### config.mk
export PLATFORM = sky130hd
export DESIGN_NAME = semaphore_wait_queue_table
export DESIGN_NICKNAME = d
export VERILOG_FILES = /design/src/rtl/asl_pkg.sv /design/src/rtl/semaphore_wait_queue_table.sv /design/src/rtl/asl_datapath.sv /design/src/rtl/asl_ctrl.sv
export SDC_FILE = /design/constraint.sdc
export NUM_CORES = 1
export LEC_CHECK = 0
export ABC_CLOCK_PERIOD_IN_PS = 8920
export BUFFER_PORTS_ARGS = -buffer_cell sky130_fd_sc_hd__buf_2
export CAP_MARGIN = 20
export CELL_PAD_IN_SITES_DETAIL_PLACEMENT = 0
export CELL_PAD_IN_SITES_GLOBAL_PLACEMENT = 1
export CORE_ASPECT_RATIO = 1.5
export CORE_MARGIN = 2
export CORE_UTILIZATION = 55
export DETAILED_ROUTE_END_ITERATION = 7
export HOLD_SLACK_MARGIN = 0.12
export PLACE_DENSITY = 0.75
export SLEW_MARGIN = 20
export SYNTH_ARGS = -nofsm -noshare
export SYNTH_HDL_FRONTEND = slang
export SYNTH_SLANG_ARGS = --single-unit
### constraint.sdc
create_clock -name clk -period 8.92 [get_ports clk]
set_input_delay 0.892 -clock clk [delete_from_list [all_inputs] [get_ports clk]]
set_output_delay 0.892 -clock clk [all_outputs]
set_load 0.02 [all_outputs]
### src/rtl/asl_pkg.sv
// asl_pkg: shared constants, codes and control structs for the semaphore
// wait queue table. No dependencies.
`default_nettype none
package asl_pkg;
    localparam int MaxProcs = 16;
    localparam int PidW     = $clog2(MaxProcs);
    localparam int DescW    = $clog2(MaxProcs);
    localparam int KeyW     = 31;

    typedef enum logic [1:0] {
        OP_INSERT = 2'd0,
        OP_REMOVE = 2'd1,
        OP_OUT    = 2'd2,
        OP_HEAD   = 2'd3
    } op_t;

    typedef enum logic [1:0] {
        ST_OK      = 2'd0,
        ST_NO_FREE = 2'd1,
        ST_ABSENT  = 2'd2,
        ST_BAD_PROC = 2'd3
    } status_t;

    // controller -> datapath commands
    typedef struct packed {
        logic latch;      // capture input word
        logic scan_clr;   // reset scan counter
        logic scan_step;  // examine one descriptor / one link
        logic walk_init;  // begin link walk from queue head
        logic do_insert;  // commit insert
        logic do_unlink;  // commit unlink of target process
        logic emit;       // pulse result
        status_t st;      // status to report
    } asl_cmd_t;

    // datapath -> controller status
    typedef struct packed {
        op_t  op;
        logic proc_blocked;   // target process is blocked
        logic scan_done;      // scan counter passed last descriptor
        logic key_found;      // matching descriptor located
        logic free_found;     // a free descriptor located
        logic walk_hit;       // predecessor of target located, or target is queue head
        logic walk_end;       // walk reached queue tail or scan counter passed last entry
    } asl_stat_t;
endpackage
`default_nettype wire

### src/rtl/semaphore_wait_queue_table.sv
// semaphore_wait_queue_table: top level, joins controller and datapath.
// Depends on asl_pkg, asl_ctrl, asl_datapath.
//
// Usage: present op, sem_key and proc_id with start high while busy is low;
// the word is taken at that edge. busy then stays high until the result.
// One result word per command appears on status, result_proc and
// sem_released for one cycle, marked by strobe; it cannot be held off.
// Sequence: an insert/out of a process in the wrong state is rejected in
// the decode state; insert, remove, head scan every descriptor (one
// descriptor per cycle) and then check; out of a named process walks the
// queue links, one link per cycle, and then unlinks.
// A new command may be given in the cycle strobe is high.
// Reset clears the controller, all descriptor in-use flags and all
// process blocked flags; keys and links need no clearing.
`default_nettype none
module semaphore_wait_queue_table (
    input  wire logic                     clk,
    input  wire logic                     rst_n,
    input  wire logic                     start,
    output logic                          busy,
    input  wire logic [1:0]               op,
    input  wire logic [asl_pkg::KeyW-1:0] sem_key,
    input  wire logic [asl_pkg::PidW-1:0] proc_id,
    output logic                          strobe,
    output logic [1:0]                    status,
    output logic [asl_pkg::PidW-1:0]      result_proc,
    output logic                          sem_released
);
    asl_pkg::asl_cmd_t  cmd;
    asl_pkg::asl_stat_t stat;

    asl_ctrl u_ctrl (
        .clk(clk), .rst_n(rst_n), .start(start), .busy(busy),
        .stat(stat), .cmd(cmd)
    );

    asl_datapath u_dp (
        .clk(clk), .rst_n(rst_n), .op(op), .sem_key(sem_key),
        .proc_id(proc_id), .cmd(cmd), .stat(stat), .strobe(strobe),
        .status(status), .result_proc(result_proc),
        .sem_released(sem_released)
    );

    // a result only follows an accepted word
    a_strobe_busy: assert property (@(posedge clk) disable iff (!rst_n)
        strobe |-> $past(busy)) else $error("strobe without command");
    // error results carry no process id
    a_err_zero: assert property (@(posedge clk) disable iff (!rst_n)
        strobe && status != 2'd0 |-> result_proc == '0 && !sem_released)
        else $error("error result carries data");
    // inserts never release
    a_no_start_busy: assert property (@(posedge clk) disable iff (!rst_n)
        cmd.do_insert |-> !cmd.do_unlink) else $error("insert and unlink");
endmodule
`default_nettype wire

### src/rtl/asl_datapath.sv
// asl_datapath: descriptor table, process link table and scan/walk logic.
// Depends on asl_pkg.
`default_nettype none
module asl_datapath (
    input  wire logic                         clk,
    input  wire logic                         rst_n,
    input  wire logic [1:0]                   op,
    input  wire logic [asl_pkg::KeyW-1:0]     sem_key,
    input  wire logic [asl_pkg::PidW-1:0]     proc_id,
    input  wire asl_pkg::asl_cmd_t            cmd,
    output asl_pkg::asl_stat_t                stat,
    output logic                              strobe,
    output logic [1:0]                        status,
    output logic [asl_pkg::PidW-1:0]          result_proc,
    output logic                              sem_released
);
    localparam int N = asl_pkg::MaxProcs;
    localparam int DW = asl_pkg::DescW;
    localparam int PW = asl_pkg::PidW;

    // tables
    logic [asl_pkg::KeyW-1:0] key_reg  [N];
    logic [PW-1:0]            head_reg [N];
    logic [PW-1:0]            tail_reg [N];
    logic [PW-1:0]            next_reg [N];
    logic [N-1:0]             used_reg;
    logic [N-1:0]             blk_reg;     // process blocked
    logic [DW-1:0]            bon_reg [N]; // descriptor blocked on

    // latched word and scan state
    logic [1:0]               op_reg;
    logic [asl_pkg::KeyW-1:0] skey_reg;
    logic [PW-1:0]            pid_reg;
    logic [DW:0]              cnt_reg;
    logic                     kfound_reg, ffound_reg;
    logic [DW-1:0]            kdesc_reg, fdesc_reg;
    logic [PW-1:0]            cur_reg;
    logic                     hit_reg;
    logic                     strobe_reg, rel_reg;
    logic [1:0]               status_reg;
    logic [PW-1:0]            rproc_reg;

    logic [DW-1:0] idx;
    logic [DW-1:0] tdesc;   // descriptor the target belongs to
    logic [PW-1:0] tproc;   // process to unlink
    assign idx = cnt_reg[DW-1:0];
    assign tdesc = (op_reg == asl_pkg::OP_OUT) ? bon_reg[pid_reg] : kdesc_reg;
    assign tproc = (op_reg == asl_pkg::OP_OUT) ? pid_reg : head_reg[kdesc_reg];

    always_comb
    begin
        stat.op           = asl_pkg::op_t'(op_reg);
        stat.proc_blocked = blk_reg[pid_reg];
        stat.scan_done    = cnt_reg[DW];
        stat.key_found    = kfound_reg;
        stat.free_found   = ffound_reg;
        stat.walk_hit     = hit_reg || (head_reg[tdesc] == tproc);
        stat.walk_end     = (cur_reg == tail_reg[tdesc]) || cnt_reg[DW];
    end

    // control registers
    always_ff @(posedge clk or negedge rst_n)
    begin
        if (!rst_n)
        begin
            used_reg   <= '0;
            blk_reg    <= '0;
            strobe_reg <= 1'b0;
        end
        else
        begin
            strobe_reg <= cmd.emit;
            if (cmd.do_insert)
            begin
                if (!kfound_reg)
                    used_reg[fdesc_reg] <= 1'b1;
                blk_reg[pid_reg] <= 1'b1;
            end
            if (cmd.do_unlink)
            begin
                blk_reg[tproc] <= 1'b0;
                if (head_reg[tdesc] == tproc && tail_reg[tdesc] == tproc)
                    used_reg[tdesc] <= 1'b0;
            end
        end
    end

    // payload registers
    always_ff @(posedge clk)
    begin
        if (cmd.latch)
        begin
            op_reg   <= op;
            skey_reg <= sem_key;
            pid_reg  <= proc_id;
        end
        if (cmd.scan_clr)
        begin
            cnt_reg    <= '0;
            kfound_reg <= 1'b0;
            ffound_reg <= 1'b0;
        end
        else if (cmd.walk_init)
        begin
            cnt_reg <= '0;
            cur_reg <= head_reg[tdesc];
            hit_reg <= 1'b0;
        end
        else if (cmd.scan_step)
        begin
            cnt_reg <= cnt_reg + 1'b1;
            if (op_reg == asl_pkg::OP_OUT)
            begin
                // link walk: look for predecessor of target
                if (next_reg[cur_reg] == pid_reg)
                    hit_reg <= 1'b1;
                else
                    cur_reg <= next_reg[cur_reg];
            end
            else
            begin
                if (used_reg[idx] && key_reg[idx] == skey_reg && !kfound_reg)
                begin
                    kfound_reg <= 1'b1;
                    kdesc_reg  <= idx;
                end
                if (!used_reg[idx] && !ffound_reg)
                begin
                    ffound_reg <= 1'b1;
                    fdesc_reg  <= idx;
                end
            end
        end
        if (cmd.do_insert)
        begin
            bon_reg[pid_reg] <= kfound_reg ? kdesc_reg : fdesc_reg;
            if (kfound_reg)
            begin
                next_reg[tail_reg[kdesc_reg]] <= pid_reg;
                tail_reg[kdesc_reg] <= pid_reg;
            end
            else
            begin
                key_reg[fdesc_reg]  <= skey_reg;
                head_reg[fdesc_reg] <= pid_reg;
                tail_reg[fdesc_reg] <= pid_reg;
            end
        end
        if (cmd.do_unlink)
        begin
            if (head_reg[tdesc] == tproc)
            begin
                if (tail_reg[tdesc] != tproc)
                    head_reg[tdesc] <= next_reg[tproc];
            end
            else if (hit_reg)
            begin
                next_reg[cur_reg] <= next_reg[tproc];
                if (tail_reg[tdesc] == tproc)
                    tail_reg[tdesc] <= cur_reg;
            end
        end
        if (cmd.emit)
        begin
            status_reg <= cmd.st;
            rel_reg    <= 1'b0;
            rproc_reg  <= '0;
            if (cmd.st == asl_pkg::ST_OK)
            begin
                rproc_reg <= (op_reg == asl_pkg::OP_INSERT) ? pid_reg : tproc;
                rel_reg   <= cmd.do_unlink && head_reg[tdesc] == tproc
                             && tail_reg[tdesc] == tproc;
            end
        end
    end

    assign strobe       = strobe_reg;
    assign status       = status_reg;
    assign result_proc  = rproc_reg;
    assign sem_released = rel_reg;
endmodule
`default_nettype wire

### src/rtl/asl_ctrl.sv
// asl_ctrl: operation sequencer for the semaphore wait queue table.
// Depends on asl_pkg.
`default_nettype none
module asl_ctrl (
    input  wire logic               clk,
    input  wire logic               rst_n,
    input  wire logic               start,
    output logic                    busy,
    input  wire asl_pkg::asl_stat_t stat,
    output asl_pkg::asl_cmd_t       cmd
);
    typedef enum logic [2:0] {
        S_IDLE, S_DECODE, S_SCAN, S_CHECK, S_WALK, S_UNLINK
    } state_t;

    state_t state_reg, state_next;

    always_comb
    begin
        cmd        = '0;
        cmd.st     = asl_pkg::ST_OK;
        state_next = state_reg;
        case (state_reg)
            S_IDLE:
            begin
                if (start)
                begin
                    cmd.latch  = 1'b1;
                    state_next = S_DECODE;
                end
            end
            S_DECODE:
            begin
                cmd.scan_clr = 1'b1;
                if (stat.op == asl_pkg::OP_OUT)
                begin
                    if (!stat.proc_blocked)
                    begin
                        cmd.emit   = 1'b1;
                        cmd.st     = asl_pkg::ST_BAD_PROC;
                        state_next = S_IDLE;
                    end
                    else
                        state_next = S_CHECK;
                end
                else if (stat.op == asl_pkg::OP_INSERT && stat.proc_blocked)
                begin
                    cmd.emit   = 1'b1;
                    cmd.st     = asl_pkg::ST_BAD_PROC;
                    state_next = S_IDLE;
                end
                else
                    state_next = S_SCAN;
            end
            S_SCAN:
            begin
                if (stat.scan_done)
                    state_next = S_CHECK;
                else
                    cmd.scan_step = 1'b1;
            end
            S_CHECK:
            begin
                case (stat.op)
                    asl_pkg::OP_INSERT:
                    begin
                        cmd.emit = 1'b1;
                        if (stat.key_found || stat.free_found)
                            cmd.do_insert = 1'b1;
                        else
                            cmd.st = asl_pkg::ST_NO_FREE;
                        state_next = S_IDLE;
                    end
                    asl_pkg::OP_HEAD:
                    begin
                        cmd.emit = 1'b1;
                        if (!stat.key_found)
                            cmd.st = asl_pkg::ST_ABSENT;
                        state_next = S_IDLE;
                    end
                    asl_pkg::OP_REMOVE:
                    begin
                        if (!stat.key_found)
                        begin
                            cmd.emit   = 1'b1;
                            cmd.st     = asl_pkg::ST_ABSENT;
                            state_next = S_IDLE;
                        end
                        else
                            state_next = S_UNLINK;
                    end
                    default:
                    begin
                        cmd.walk_init = 1'b1;
                        state_next    = S_WALK;
                    end
                endcase
            end
            S_WALK:
            begin
                if (stat.walk_hit || stat.walk_end)
                    state_next = S_UNLINK;
                else
                    cmd.scan_step = 1'b1;
            end
            S_UNLINK:
            begin
                cmd.do_unlink = 1'b1;
                cmd.emit      = 1'b1;
                state_next    = S_IDLE;
            end
            default: state_next = S_IDLE;
        endcase
    end

    always_ff @(posedge clk or negedge rst_n)
    begin
        if (!rst_n)
            state_reg <= S_IDLE;
        else
            state_reg <= state_next;
    end

    assign busy = (state_reg != S_IDLE);
endmodule
`default_nettype wire
==> results.yml, run 1 <==
outcome:
  status: "completed"
power_and_ir_drop:
  internal_power_w: 0.00773
  clockPowerShare_pct: 32.5
  power_per_cell_area_mw_per_mm2: 264
  p_leak_nw: 13.1
  ir_drop_mv: 0.278
  comb_power_share_pct: 19.9
  power_switching_share_pct: 28.5
  p_seq_share_pct: 47.6
  switchingPower_w: 0.00308
grt:
  grt_usage_pct: 27.3
  overflow: 0
  grt_pass1_wl_um: 136000
  antenna_found_initial: 0
  grt_pass1_vias: 20500
  grt_max_degree: 52
sta:
  setup_viol: 0
  slew_viol_final: 0
  hold_slack_ps: 391
  final_hold_viol_count: 0
  clock_skew_ps: 19.8
  fmax_mhz: 151
  finalCritPeriodShare_pct: 74.2
  relSlewSlack_pct: 29.8
  worst-slew-pin-transition_ps: 1040
  tns_ps: 0
  fin_ws_ps: 2300
  fin_crit_ps: 6620
  rsz0062_at_grt: "no"
synthesis:
  yosys-top-cells-count: "edfxtp_1 (809), mux4_2 (238), nand2_1 (107)"
  synth-main-ff-cell: "edfxtp_1"
  synth.net_count: 2066
  synth_cell_types: 90
  ys_ff_latch: 868
  synth-adder-area-share_pct: 0.170
  netlist_instances: 2021
  synth-simple-area-share_pct: 4.64
  synth-xor-area-share_pct: 1.17
  synth.most_common_cell: "edfxtp_1"
  synth_top_area_share_pct: 66.2
  synth_area_leaders: "edfxtp_1 (66%), mux4_2 (15%), dfrtp_1 (2.5%)"
  yosysSeqAreaShare_pct: 69.9
  syn_area_mm2: 0.0367
  synth_compound_area_share_pct: 5.41
  avgSynthCellArea_um2: 18.2
  synth_edf_count: 809
  yosys_warnings: 0
  synth_top_cell_by_area: "edfxtp_1"
  synth_top_family_by_area: "multiplexers"
  synth_async_sr_flop_share_pct: 4.15
  synthMuxAreaShare_pct: 17.0
clock_network:
  clockBufferDepth: 3
  cts_hold_buffers: 0
  clock-root-buffer: "clkbuf_16"
  cts_buffers: 81
  clk_pin_slew_worst_paths_ps: 70
  cts_setup_buffers: 0
  cts.sinks: 868
  post_cts_resized: 0
  clkLatencyLatePin_ps: 660
  cts_tree: "yes"
  htreeDepth: 3
floorplanning:
  ios: 49
  core_mm2: 0.0663
  rows: 116
  initial_core_util_pct: 55.3
  die_h_um: 320
  dieArea_mm2: 0.0689
  die_x_um: 215
routing:
  finalWirelength_um: 92800
  routedWlPerCell_um: 30.4
  via_per_inst: 6.55
  drt_iter0_drc: 1982
  ant_nets: 0
  drc: 0
  first_pass_iters: 5
  num_vias: 20000
layout:
  diodes: 0
  multiInputGateArea_mm2: 0.0106
  area.sequential_mm2: 0.0257
  syn2layout_area_growth_pct: 11.4
  final_nets: 2142
  n_fill_cell: 4785
  final_layout_size_suffix_gt1_share_pct: 25.7
  largest_reg_flops: 496
setup_path:
  crit_type: "reg -> reg"
  critPathCaptureType: "flip-flop"
  arrival_ps: 6910
  crit_required_ps: 9210
  path_max_fanout: 37
  crit_path_start_kind: "flip-flop"
place:
  dpl.hpwl_um: 57900
  portBuffers: 48
  gp_congestion: 0.952
  pre_cts_ws_ps: 2320
job:
  maxCapViolations: 0
hold_path:
  hp-class: "in -> async"
## worst max-delay path: stages, from the launching register on
cell      delay (ps)
dfxtp_1          930
mux4_2           600
nor2b_1          270
o41a_1           210
buf_4            280
nand2_2          530
mux2i_1          310
a221oi_1         110
or4_4            620
xnor2_2          180
nor4_4           660
or2_1            550
mux2i_1          420
nor3b_1          540
## layout make-up
class | count | area share [%]
inverter | 26 | 0.239
clock inverter | 51 | 1.46
sequential | 868 | 62.8
timing repair buffer | 110 | 1.74
clock buffer | 99 | 5.17
tap | 885 | 2.71
multi-input combinational | 1010 | 25.9
## stage by stage
step | total power (W) | cells | util [%] | cell area, µm²
global route | 0.0112 | 3049 | 61.6 | 40900
global placement | 0.00735 | 2897 | 57.5 | 38100
detailed placement | 0.00739 | 2897 | 57.5 | 38100
floorplan | 0.00667 | 2021 | - | 36700
finish | 0.0108 | 3049 | 61.6 | 40900
CTS | 0.0109 | 3047 | 61.6 | 40900
## metal layers
layer	share of wire (%)	track usage, %
met5	0	0
met1	37	33.0
met2	53	48.6
met4	5.0	13.1
met3	5.5	3.70
## placed cells by master, fill, tap and decap left out, types with 14 or more instances in the layout
cell type,Yosys,final
nor2b_1,17,17
mux2i_1,48,46
a21oi_1,62,62
clkbuf_16,0,81
o21ai_0,62,62
nor3_1,21,18
xnor2_1,34,34
nor2_1,100,85
mux2_2,26,26
nand2_1,107,107
buf_4,6,60
dfrtp_1,36,36
a21o_1,14,14
nand3_1,39,39
clkinv_2,0,14
mux4_2,238,238
edfxtp_1,809,809
clkbuf_1,57,16
dfxtp_1,23,17
buf_2,23,48
inv_1,25,25
nor2_4,0,15
o22a_1,16,16
## cells by family after synthesis
group           Yosys count
xor+xnor                 48
flops                   868
mux                     322
simple gates            355
compound gates          280
fa+ha+maj                 5
buf+inv                 143
## power by group through the flow
| stage | sequential [W] | clock, W | combinational [W] |
|---|---|---|---|
| 2_1_floorplan | 0.00499 | 0 | 0.00167 |
| 3_3_place_gp | 0.00522 | 0 | 0.00213 |
| 3_5_place_dp | 0.00523 | 0 | 0.00215 |
| 4_1_cts | 0.00515 | 0.00358 | 0.00216 |
| 5_1_grt | 0.00519 | 0.00373 | 0.00228 |
| 6_report | 0.00515 | 0.00351 | 0.00215 |
## final timing paths
kind	endpoint	startpoint	cells after the start	slack [ps]
max in group asynchronous	u_dp.used_reg[6]$_DFF_PN0_	rst_n	1	7910
max reg2reg	u_dp.next_reg[13][3]$_DFFE_PP_	flip-flop	13	2300
min in group clk	u_dp.skey_reg[26]$_DFFE_PP_	sem_key[26]	1	410
min reg2reg	u_dp.used_reg[2]$_DFF_PN0_	u_dp.used_reg[2]$_DFF_PN0_	1	490
min	u_dp.blk_reg[2]$_DFF_PN0_	rst_n	1	390
max	u_dp.next_reg[13][3]$_DFFE_PP_	flip-flop	13	2300
(Power assumes the default switching activity.)
==> inputs of run 2 (changes only) <==
--- a/config.mk
+++ b/config.mk
@@ -5,14 +5,15 @@
 export SDC_FILE = /design/constraint.sdc
 export NUM_CORES = 1
 export LEC_CHECK = 0
-export ABC_CLOCK_PERIOD_IN_PS = 8920
+export ABC_AREA = 1
+export ABC_CLOCK_PERIOD_IN_PS = 6100
 export BUFFER_PORTS_ARGS = -buffer_cell sky130_fd_sc_hd__buf_2
 export CAP_MARGIN = 20
 export CELL_PAD_IN_SITES_DETAIL_PLACEMENT = 0
 export CELL_PAD_IN_SITES_GLOBAL_PLACEMENT = 1
 export CORE_ASPECT_RATIO = 1.5
 export CORE_MARGIN = 2
-export CORE_UTILIZATION = 55
+export CORE_UTILIZATION = 51
 export DETAILED_ROUTE_END_ITERATION = 7
 export HOLD_SLACK_MARGIN = 0.12
 export PLACE_DENSITY = 0.75
==> constraint.sdc (replaced) <==
create_clock -name clk -period 6.1 [get_ports clk]
set_input_delay 0.61 -clock clk [delete_from_list [all_inputs] [get_ports clk]]
set_output_delay 0.61 -clock clk [all_outputs]
set_load 0.02 [all_outputs]
==> run 2 against run 1 <==
Compared with the run above:
- first-iteration DRC count rose by 13%
- clock power rose by 47%
- synthesized cell count rose by 67%
- global-route usage rose by 1.4 points
- sequential power rose by 45%
==> results.yml, run 2 <==
routing:
  num_vias: 26500
  drt_iter0_drc: 2237
  ant_nets: 0
  first_pass_iters: 6
  drc: 0
  via_per_inst: 5.93
  finalWirelength_um: 109000
  routedWlPerCell_um: 24.4
power_and_ir_drop:
  ir_drop_mv: 0.278
  power_per_cell_area_mw_per_mm2: 400
  comb_power_share_pct: 24.9
  clockPowerShare_pct: 30.6
  p_seq_share_pct: 44.4
  internal_power_w: 0.0111
  switchingPower_w: 0.00568
  power_switching_share_pct: 33.8
  finalPower_w: 0.0168
  p_leak_nw: 15.2
clock_network:
  clockBufferDepth: 3
  cts_tree: "yes"
  htreeDepth: 3
  clkLatencyLatePin_ps: 650
  cts_setup_buffers: 0
  cts_buffers: 82
  cts_hold_buffers: 16
  post_cts_resized: 0
  cts.sinks: 868
  clock-root-buffer: "clkbuf_16"
  clk_pin_slew_worst_paths_ps: 70
setup_path:
  crit_required_ps: 6380
  path_max_fanout: 39
  crit_type: "reg -> reg"
  critPathCaptureType: "flip-flop"
  arrival_ps: 5470
  crit_path_start_kind: "flip-flop"
sta:
  final_hold_viol_count: 0
  hold_slack_ps: 158
  setup_viol: 0
  rsz0062_at_grt: "no"
  worst-slew-pin-transition_ps: 1090
  tns_ps: 0
  fin_crit_ps: 5190
  clock_skew_ps: 30.2
  fmax_mhz: 193
  finalCritPeriodShare_pct: 85.1
  slew_viol_final: 0
  relSlewSlack_pct: 26.9
place:
  gp_congestion: 0.937
  portBuffers: 48
  dpl.hpwl_um: 68800
layout:
  post-route-util_pct: 57.2
  diodes: 0
  final_nets: 3460
  syn2layout_area_growth_pct: 11.6
  final_common_cell: "edfxtp_1"
  final_cell_mix: "edfxtp_1 (809), nand2_1 (577), o21ai_0 (415)"
  largest_reg_flops: 496
  final_layout_size_suffix_gt1_share_pct: 9.25
synthesis:
  synth_top_family_by_area: "simple AND/OR/NAND/NOR gates"
  yosysSeqAreaShare_pct: 68.1
  netlist_instances: 3373
  synth_edf_count: 809
  ys_ff_latch: 868
  synth_compound_area_share_pct: 13.1
  synth-simple-area-share_pct: 13.2
  synth_async_sr_flop_share_pct: 4.15
  avgSynthCellArea_um2: 11.2
  yosys_warnings: 0
  synth.net_count: 3418
  syn_area_mm2: 0.0376
  synth_area_leaders: "edfxtp_1 (65%), nand2_1 (5.8%), o21ai_0 (5.6%)"
  synthMuxAreaShare_pct: 0.425
  synth_cell_types: 50
  synth_top_cell_by_area: "edfxtp_1"
  synth_top_area_share_pct: 64.5
  synth-xor-area-share_pct: 0.395
  yosys-top-cells-count: "edfxtp_1 (809), nand2_1 (577), o21ai_0 (419)"
  synth.most_common_cell: "edfxtp_1"
  synth-adder-area-share_pct: 0.166
  synth-main-ff-cell: "edfxtp_1"
floorplanning:
  ios: 49
  die_x_um: 226
  initial_core_util_pct: 51.3
  core_mm2: 0.0734
  rows: 122
  dieArea_mm2: 0.0761
  die_h_um: 337
grt:
  grt_max_degree: 117
  grt_pass1_wl_um: 161000
  antenna_found_initial: 0
  overflow: 0
  grt_pass1_vias: 26300
  grt_usage_pct: 28.8
job:
  maxCapViolations: 0
hold_path:
  hp-class: "in -> reg"
outcome:
  status: "completed"
-- run 2: cell count changes after synthesis, sizes merged, moves of 94 or more --
| cell | before | now |
|---|---|---|
| nand2 | 108 | 581 |
| nand3 | 39 | 154 |
| mux4 | 238 | 0 |
| o221ai | 0 | 94 |
| o21ai | 65 | 440 |
| inv | 26 | 235 |
| nor2 | 102 | 427 |
-- run 2: stage by stage --
| stage | cells | worst slack (ps) | area, µm² |
|---|---|---|---|
| after floorplan | 3373 | 2360 | 37600 |
| after global placement | 4306 | 1010 | 39100 |
| after detailed placement | 4306 | 933 | 39100 |
| after CTS | 4472 | 918 | 42000 |
| after global routing | 4473 | 485 | 42000 |
| final | 4473 | 910 | 42000 |
-- run 2: cell families after synthesis --
group	Yosys count
compound gates	821
xor+xnor	17
fa+ha+maj	5
buf+inv	427
flops	868
mux	16
simple gates	1219
-- run 2: layer usage --
layer	GRT usage, %	up-vias	routed length (µm)
li1	-	12200	-
met1	32.7	13000	39900
met2	51.9	1075	56700
met3	3.67	288	5870
met4	16.5	0	6450
met5	0	-	0
-- run 2: path summary, 6_finish.rpt --
| kind | slack (ps) | depth (start not counted) | startpoint | endpoint |
|---|---|---|---|---|
| setup / recovery | 910 | 22 | flip-flop | u_dp.tail_reg[5][3]$_DFFE_PP_ |
| hold reg to reg | 490 | 2 | u_dp.used_reg[0]$_DFF_PN0_ | u_dp.used_reg[0]$_DFF_PN0_ |
| max in group asynchronous | 4760 | 2 | rst_n | u_dp.used_reg[4]$_DFF_PN0_ |
| min in group asynchronous | 670 | 2 | rst_n | u_dp.blk_reg[14]$_DFF_PN0_ |
| setup reg to reg | 910 | 22 | flip-flop | u_dp.tail_reg[5][3]$_DFFE_PP_ |
| hold / removal | 160 | 1 | sem_key[11] | u_dp.skey_reg[11]$_DFFE_PP_ |
-- run 2: layout make-up --
class	count	area [µm²]
clock buffer	109	2290
inverter	239	907
clock inverter	41	420
sequential	868	25700
tap	992	1240
fill	6091	31400
multi-input combinational	2078	10400
timing repair buffer	146	1100
-- run 2: worst max-delay path, stage by stage, from the launching register on --
cell and delay, ps:
dfxtp_1 730, inv_2 270, nand3_1 160, nand3_1 90
nand2_1 80, nand2_1 80, nand3_2 120, nand2_2 410
buf_12 360, nand2_1 90, nand2_1 50, nand2_1 70
nand2_1 80, nand2_1 60, nand2_1 110, nor2_2 140
xor2_1 220, nand2_1 90, nor2_2 180, nand3_2 360
o21ai_2 390, nand2_1 180, nor2_1 430
-- run 2: power by group through the flow --
| stage | clock network [W] | logic (W) | registers (W) |
|---|---|---|---|
| 2_1_floorplan | 0 | 0.00289 | 0.00732 |
| 3_3_place_gp | 0 | 0.00410 | 0.00756 |
| 3_5_place_dp | 0 | 0.00417 | 0.00758 |
| 4_1_cts | 0.00523 | 0.00419 | 0.00746 |
| 5_1_grt | 0.00545 | 0.00462 | 0.00750 |
| 6_report | 0.00515 | 0.00419 | 0.00746 |
